## config.mk

```make
export PLATFORM = sky130hd
export DESIGN_NAME = mls_ctrl
export DESIGN_NICKNAME = d
export VERILOG_FILES = /design/src/rtl/mls_pkg.sv /design/src/rtl/mls_ctrl.sv
export SDC_FILE = /design/constraint.sdc
export NUM_CORES = 1
export LEC_CHECK = 0
export ABC_AREA = 1
export BUFFER_PORTS_ARGS = -buffer_cell sky130_fd_sc_hd__buf_2
export CORE_AREA = 2 2 39 41
export CTS_BUF_LIST = sky130_fd_sc_hd__clkbuf_4 sky130_fd_sc_hd__clkbuf_8
export DETAILED_ROUTE_END_ITERATION = 7
export DIE_AREA = 0 0 41 43
export GPL_TIMING_DRIVEN = 0
export PLACE_DENSITY_LB_ADDON = 0.05
export REMOVE_ABC_BUFFERS = 1
export SLEW_MARGIN = 20
export SYNTH_ARGS = -nofsm -noshare
export SYNTH_HDL_FRONTEND = slang
export SYNTH_SLANG_ARGS = --single-unit
```

## constraint.sdc

```tcl
create_clock -name i_clk -period 1.74 [get_ports i_clk]
set_input_delay 0.174 -clock i_clk [delete_from_list [all_inputs] [get_ports i_clk]]
set_output_delay 0.174 -clock i_clk [all_outputs]
set_load 0.1 [all_outputs]
```

## src/rtl/mls_pkg.sv

```systemverilog
// Shared types, codes and constants of the multilevel lottery scheduler.
package mls_pkg;

    // Operation codes carried in the func field
    localparam logic [2:0] FUNC_ADMIT   = 3'd0;
    localparam logic [2:0] FUNC_SET_RUN = 3'd1;
    localparam logic [2:0] FUNC_SET_LVL = 3'd2;
    localparam logic [2:0] FUNC_SET_TIX = 3'd3;
    localparam logic [2:0] FUNC_SCHED   = 3'd4;

    // Queue levels
    localparam logic [1:0] LEVEL_RR   = 2'd1;
    localparam logic [1:0] LEVEL_LOT  = 2'd2;
    localparam logic [1:0] LEVEL_FCFS = 2'd3;

    localparam logic [30:0] THR_RESET  = 31'd8000;
    localparam logic [31:0] DRAW_MULT  = 32'd132;
    localparam logic [30:0] FCFS_LIMIT = 31'd2000000000;

    typedef struct packed {
        logic [2:0]  func;
        logic [5:0]  slot;
        logic [30:0] now;
        logic [9:0]  tickets;
        logic [1:0]  level;
        logic        runnable;
    } t_in_item;

    typedef struct packed {
        logic       found;
        logic [5:0] chosen_slot;
        logic [1:0] chosen_level;
    } t_out_item;

    // One slot table entry
    typedef struct packed {
        logic        runnable;
        logic [1:0]  level;
        logic [30:0] entered;
        logic [9:0]  tickets;
    } t_entry;

    localparam t_entry ENTRY_RESET = '{runnable: 1'b0, level: LEVEL_LOT,
                                       entered: 31'd0, tickets: 10'd0};

    // Datapath operations issued by the controller
    typedef enum logic [3:0] {
        OP_NONE,
        OP_LATCH,
        OP_SET_RD,
        OP_SET_WR,
        OP_SCAN1,
        OP_DRAW_INIT,
        OP_DIV_A,
        OP_MUL_A,
        OP_MUL_K,
        OP_DIV_E,
        OP_DIV_F,
        OP_MUL_R,
        OP_DIV_R,
        OP_SCAN2,
        OP_COMMIT,
        OP_LOAD_OUT
    } t_dp_op;

    typedef struct packed {
        t_dp_op op;
        logic   start;
    } t_mls_cmd;

    typedef struct packed {
        logic scan_done;
        logic div_done;
        logic pick1;
        logic small_total;
        logic out_free;
    } t_mls_stat;

endpackage

```

## src/rtl/mls_ctrl.sv

```systemverilog
// Controller: sequences item handling, table scans and the lottery draw.
module mls_ctrl import mls_pkg::*; (
    input  logic      i_clk,
    input  logic      i_rst_n,
    input  logic      i_in_valid,
    input  logic [2:0] i_func,
    input  t_mls_stat i_stat,
    output t_mls_cmd  o_cmd,
    output logic      o_idle
);

    typedef enum logic [3:0] {
        S_IDLE, S_SET_RD, S_SET_WR, S_SCAN1, S_DRAW_CHK, S_DIV_A, S_MUL_A,
        S_MUL_K, S_DIV_E, S_DIV_F, S_MUL_R, S_DIV_R, S_SCAN2, S_COMMIT, S_DONE
    } t_state;

    t_state r_state;
    t_state n_state;
    logic   r_first;

    // Next state
    always_comb begin
        n_state = r_state;
        unique case (r_state)
            S_IDLE: begin
                if (i_in_valid) begin
                    unique case (i_func) inside
                        FUNC_ADMIT: n_state = S_SET_WR;
                        FUNC_SET_RUN, FUNC_SET_LVL, FUNC_SET_TIX: n_state = S_SET_RD;
                        FUNC_SCHED: n_state = S_SCAN1;
                        default:    n_state = S_DONE;
                    endcase
                end
            end
            S_SET_RD: n_state = S_SET_WR;
            S_SET_WR: n_state = S_DONE;
            S_SCAN1:  if (i_stat.scan_done) n_state = S_DRAW_CHK;
            S_DRAW_CHK: begin
                if (i_stat.pick1) begin
                    n_state = S_COMMIT;
                end else if (i_stat.small_total) begin
                    n_state = S_SCAN2;
                end else begin
                    n_state = S_DIV_A;
                end
            end
            S_DIV_A:  if (i_stat.div_done) n_state = S_MUL_A;
            S_MUL_A:  n_state = S_MUL_K;
            S_MUL_K:  n_state = S_DIV_E;
            S_DIV_E:  if (i_stat.div_done) n_state = S_DIV_F;
            S_DIV_F:  if (i_stat.div_done) n_state = S_MUL_R;
            S_MUL_R:  n_state = S_DIV_R;
            S_DIV_R:  if (i_stat.div_done) n_state = S_SCAN2;
            S_SCAN2:  if (i_stat.scan_done) n_state = S_COMMIT;
            S_COMMIT: n_state = S_DONE;
            S_DONE:   if (i_stat.out_free) n_state = S_IDLE;
            default:  n_state = S_IDLE;
        endcase
    end

    // Hold state and the first-cycle flag
    always_ff @(posedge i_clk) begin
        if (!i_rst_n) begin
            r_state <= S_IDLE;
            r_first <= 1'b0;
        end else begin
            r_state <= n_state;
            r_first <= (n_state != r_state);
        end
    end

    // Decode the datapath operation
    always_comb begin
        o_cmd.start = r_first;
        unique case (r_state)
            S_IDLE:     o_cmd.op = i_in_valid ? OP_LATCH : OP_NONE;
            S_SET_RD:   o_cmd.op = OP_SET_RD;
            S_SET_WR:   o_cmd.op = OP_SET_WR;
            S_SCAN1:    o_cmd.op = OP_SCAN1;
            S_DRAW_CHK: o_cmd.op = OP_DRAW_INIT;
            S_DIV_A:    o_cmd.op = OP_DIV_A;
            S_MUL_A:    o_cmd.op = OP_MUL_A;
            S_MUL_K:    o_cmd.op = OP_MUL_K;
            S_DIV_E:    o_cmd.op = OP_DIV_E;
            S_DIV_F:    o_cmd.op = OP_DIV_F;
            S_MUL_R:    o_cmd.op = OP_MUL_R;
            S_DIV_R:    o_cmd.op = OP_DIV_R;
            S_SCAN2:    o_cmd.op = OP_SCAN2;
            S_COMMIT:   o_cmd.op = OP_COMMIT;
            S_DONE:     o_cmd.op = i_stat.out_free ? OP_LOAD_OUT : OP_NONE;
            default:    o_cmd.op = OP_NONE;
        endcase
    end

    assign o_idle = (r_state == S_IDLE);

endmodule

```

==> impl_metrics.csv <==
group,metric,value,unit
timing,relSlewSlack,67.6,%
final_layout,post-route-util,55.9,%
placement,io_buffer_count,16,
route,finalWirelength,1610,um
route,drt.antenna.violating_nets,0,
timing,tightestPinTransition,0.489,ns
final_layout,post_route_cells_drive_above_1_share,30.1,%
synth,synthMuxAreaShare,0,%
synth,post_synth_fa_ha_maj_area_fraction,0,%
worst_setup_path,r2r_cells,10,
floorplanning,ioPinCount,17,
final_layout,diodes,0,
status,outcome,"completed",
grt,grt_antenna_before_repair,0,
clock_tree,clockBufferDepth,2,
timing,final_setup_violating_endpoints,0,
hold_path,hold_class,"in2reg",
final_layout,fill_cells,157,
grt,grt_pass1_vias,658,
synth,syn-instance-count,110,
final_layout,mostFrequentLayoutCell,"sky130_fd_sc_hd__nand2_1",
timing,final_worst_path_setup_slack,0.0689,ns
synth,dominant_combinational_cell_family_by_area_after_synthesis,"simple AND/OR/NAND/NOR gates",
final_layout,final_nets,145,
route,vias_per_cell,5.17,
timing,finalWorstPathRequiredPeriod,1.67,ns
timing,final_min_period_over_clock_period,96.0,%
worst_setup_path,worstSetupEndpointType,"primary output",
worst_setup_path,crit_fanout,7,
route,via_count,770,
floorplanning,fp.dieArea,1760,um^2
worst_setup_path,crit_type,"reg2out",
timing,achievable-frequency,598,MHz
synth,synth.distinct_cells,17,
floorplanning,die_h,43,um
synth,synth_simple_gate_area_share,52.5,%
route,drc_errors,0,
worst_setup_path,cp_data_arrival_time,1.50,ns
grt,overflow,0,
floorplanning,row_count,14,
final_layout,layout-area-overhead-vs-synth,37.0,%
synth,yosys.area.top_type,"sky130_fd_sc_hd__nand2_1",
synth,syn-cell-area,564,um^2
synth,synth_xor_area_share,1.55,%
synth,synth.top_cells.by_area,"sky130_fd_sc_hd__nand2_1, sky130_fd_sc_hd__dfxtp_1, sky130_fd_sc_hd__nand3_1, sky130_fd_sc_hd__nor2_1, sky130_fd_sc_hd__inv_1",
hold_path,hold_path_depth,3,
synth,yosys_warnings,0,
timing,fin_worst_skew,0.00250,ns
clock_tree,ctsHoldBuffers,0,
floorplanning,initial_core_util,40.8,%
clock_tree,cts.reportedPaths.clkPinSlew,0.04,ns
synth,register_bit_total_from_synthesis,5,
route,drt-initial-drc-count,12,
final_layout,final-seq-area,113,um^2
worst_setup_path,kind_of_start_point_of_the_critical_path,"flop",
clock_tree,cts-htree-levels,1,
synth,synth_top_area_share,21.3,%
floorplanning,core_area,1380,um^2
timing,report.final.hold_viol_count,0,
floorplanning,chipWidth,41,um
final_layout,leading_cell_types_in_the_layout_fill_and_taps_excluded,"sky130_fd_sc_hd__nand2_1, sky130_fd_sc_hd__nor2_1, sky130_fd_sc_hd__nand3_1",
placement,detailedPlace.worstSlack,-0.0955,ns
clock_tree,clock_latency,0.24,ns
synth,avgSynthCellArea,5.13,um^2
placement,gp_routability_congestion,0.852,
grt,maximum_number_of_pins_on_one_net_before_global_route_repair,8,
final_layout,multiInputGateArea,425,um^2
timing,rsz_0062_raised_after_global_routing,"yes",
clock_tree,cts_tree,"done",
synth,synth_compound_gate_area_share,16.2,%
worst_setup_path,cp.required,1.57,ns
flow_run,max_cap_viol_count,0,
route,routedWlPerCell,10.8,um
clock_tree,clock_sink_count,5,
timing,final_max_slew_viol_count,0,
grt,track_usage,21.4,%
synth,synth_sequential_area_ratio,17.7,%
grt,grt_pass1_wl,2650,um
route,detailedRoute.firstPassIterationCount,4,
clock_tree,clock_tree.root_cell,"sky130_fd_sc_hd__clkbuf_4",
placement,hpwlAfterDp,1240,um
clock_tree,total_clock_buffers_created_by_cts,3,
==> metrics by stage <==
stage               hold WS [ns]  cell area [um^2]  instances  setup TNS [ns]
floorplan                  0.357               557        109           -1.07
global placement           0.480               657        141          -0.133
detailed placement         0.485               657        141          -0.141
CTS                        0.235               722        145               0
global route               0.273               773        149         -0.0175
finish                     0.244               773        149               0
==> logic make-up (layout without fill, tap and decap cells) <==
group	after synthesis	in the layout
buf+inv	17	40
compound gates	16	16
xor+xnor	1	1
simple gates	71	71
flops	5	5
==> what timing repair did <==
item / in CTS / in global routing
pin swaps: 0 / 5
endpoints found under the setup margin: 4 / 6
buffers inserted: 0 / 4
gates resized for setup: 12 / 11
==> cell type report <==
class,count,share of cell area (%)
multi-input cells,88,55.0
repair buffers,20,16.2
flip-flops and latches,5,14.6
inverters,16,7.77
clock buffers,4,3.88
well taps,16,2.59
==> cell usage after synthesis <==
cell                        instances
sky130_fd_sc_hd__nand2_1           32
sky130_fd_sc_hd__nor3_1             1
sky130_fd_sc_hd__nor2_1            19
sky130_fd_sc_hd__a31oi_1            2
sky130_fd_sc_hd__o21ai_0            5
sky130_fd_sc_hd__a21oi_1            5
sky130_fd_sc_hd__o21ai_1            1
sky130_fd_sc_hd__o211ai_1           2
sky130_fd_sc_hd__nand4_1            1
sky130_fd_sc_hd__nand3_1           15
sky130_fd_sc_hd__inv_1             15
sky130_fd_sc_hd__buf_4              1
sky130_fd_sc_hd__nor2_2             3
sky130_fd_sc_hd__inv_2              1
sky130_fd_sc_hd__xor2_1             1
sky130_fd_sc_hd__o2111ai_1          1
sky130_fd_sc_hd__dfxtp_1            5
==> sequential cells by signal, summed over array words and instances (netlist names) <==
signal and cells:
r_first 1, r_state 4
==> per-layer routing <==
| layer | up-vias | track usage [%] | routed length (um) |
|---|---|---|---|
| met2 | 19 | 35.6 | 821 |
| met1 | 348 | 27.2 | 703 |
| li1 | 401 | - | - |
| met5 | - | 0 | 0 |
| met3 | 2 | 4.71 | 75 |
| met4 | 0 | 4.00 | 6 |
==> worst paths after layout <==
path,startpoint,end,slack (ns)
worst max-delay path,r_state[0]$_SDFF_PN0_,o_cmd[3],0.07
worst min-delay path,i_rst_n,r_first$_SDFF_PN0_,0.24
worst max register to register,r_state[0]$_SDFF_PN0_,r_first$_SDFF_PN0_,0.21
worst min register to register,r_state[3]$_SDFF_PN0_,r_first$_SDFF_PN0_,0.69
==> worst max-delay path, stage by stage, from the launching register on <==
cell and delay, ns:
sky130_fd_sc_hd__dfxtp_4 0.40, sky130_fd_sc_hd__nand2_1 0.12, sky130_fd_sc_hd__inv_2 0.11, sky130_fd_sc_hd__nand2_1 0.09
sky130_fd_sc_hd__o21ai_2 0.08, sky130_fd_sc_hd__nor2_1 0.08, sky130_fd_sc_hd__o211ai_1 0.12, sky130_fd_sc_hd__buf_6 0.26
Power is not shown: default switching activity piles up to over one toggle a cycle in this logic, so the estimate is an artifact.
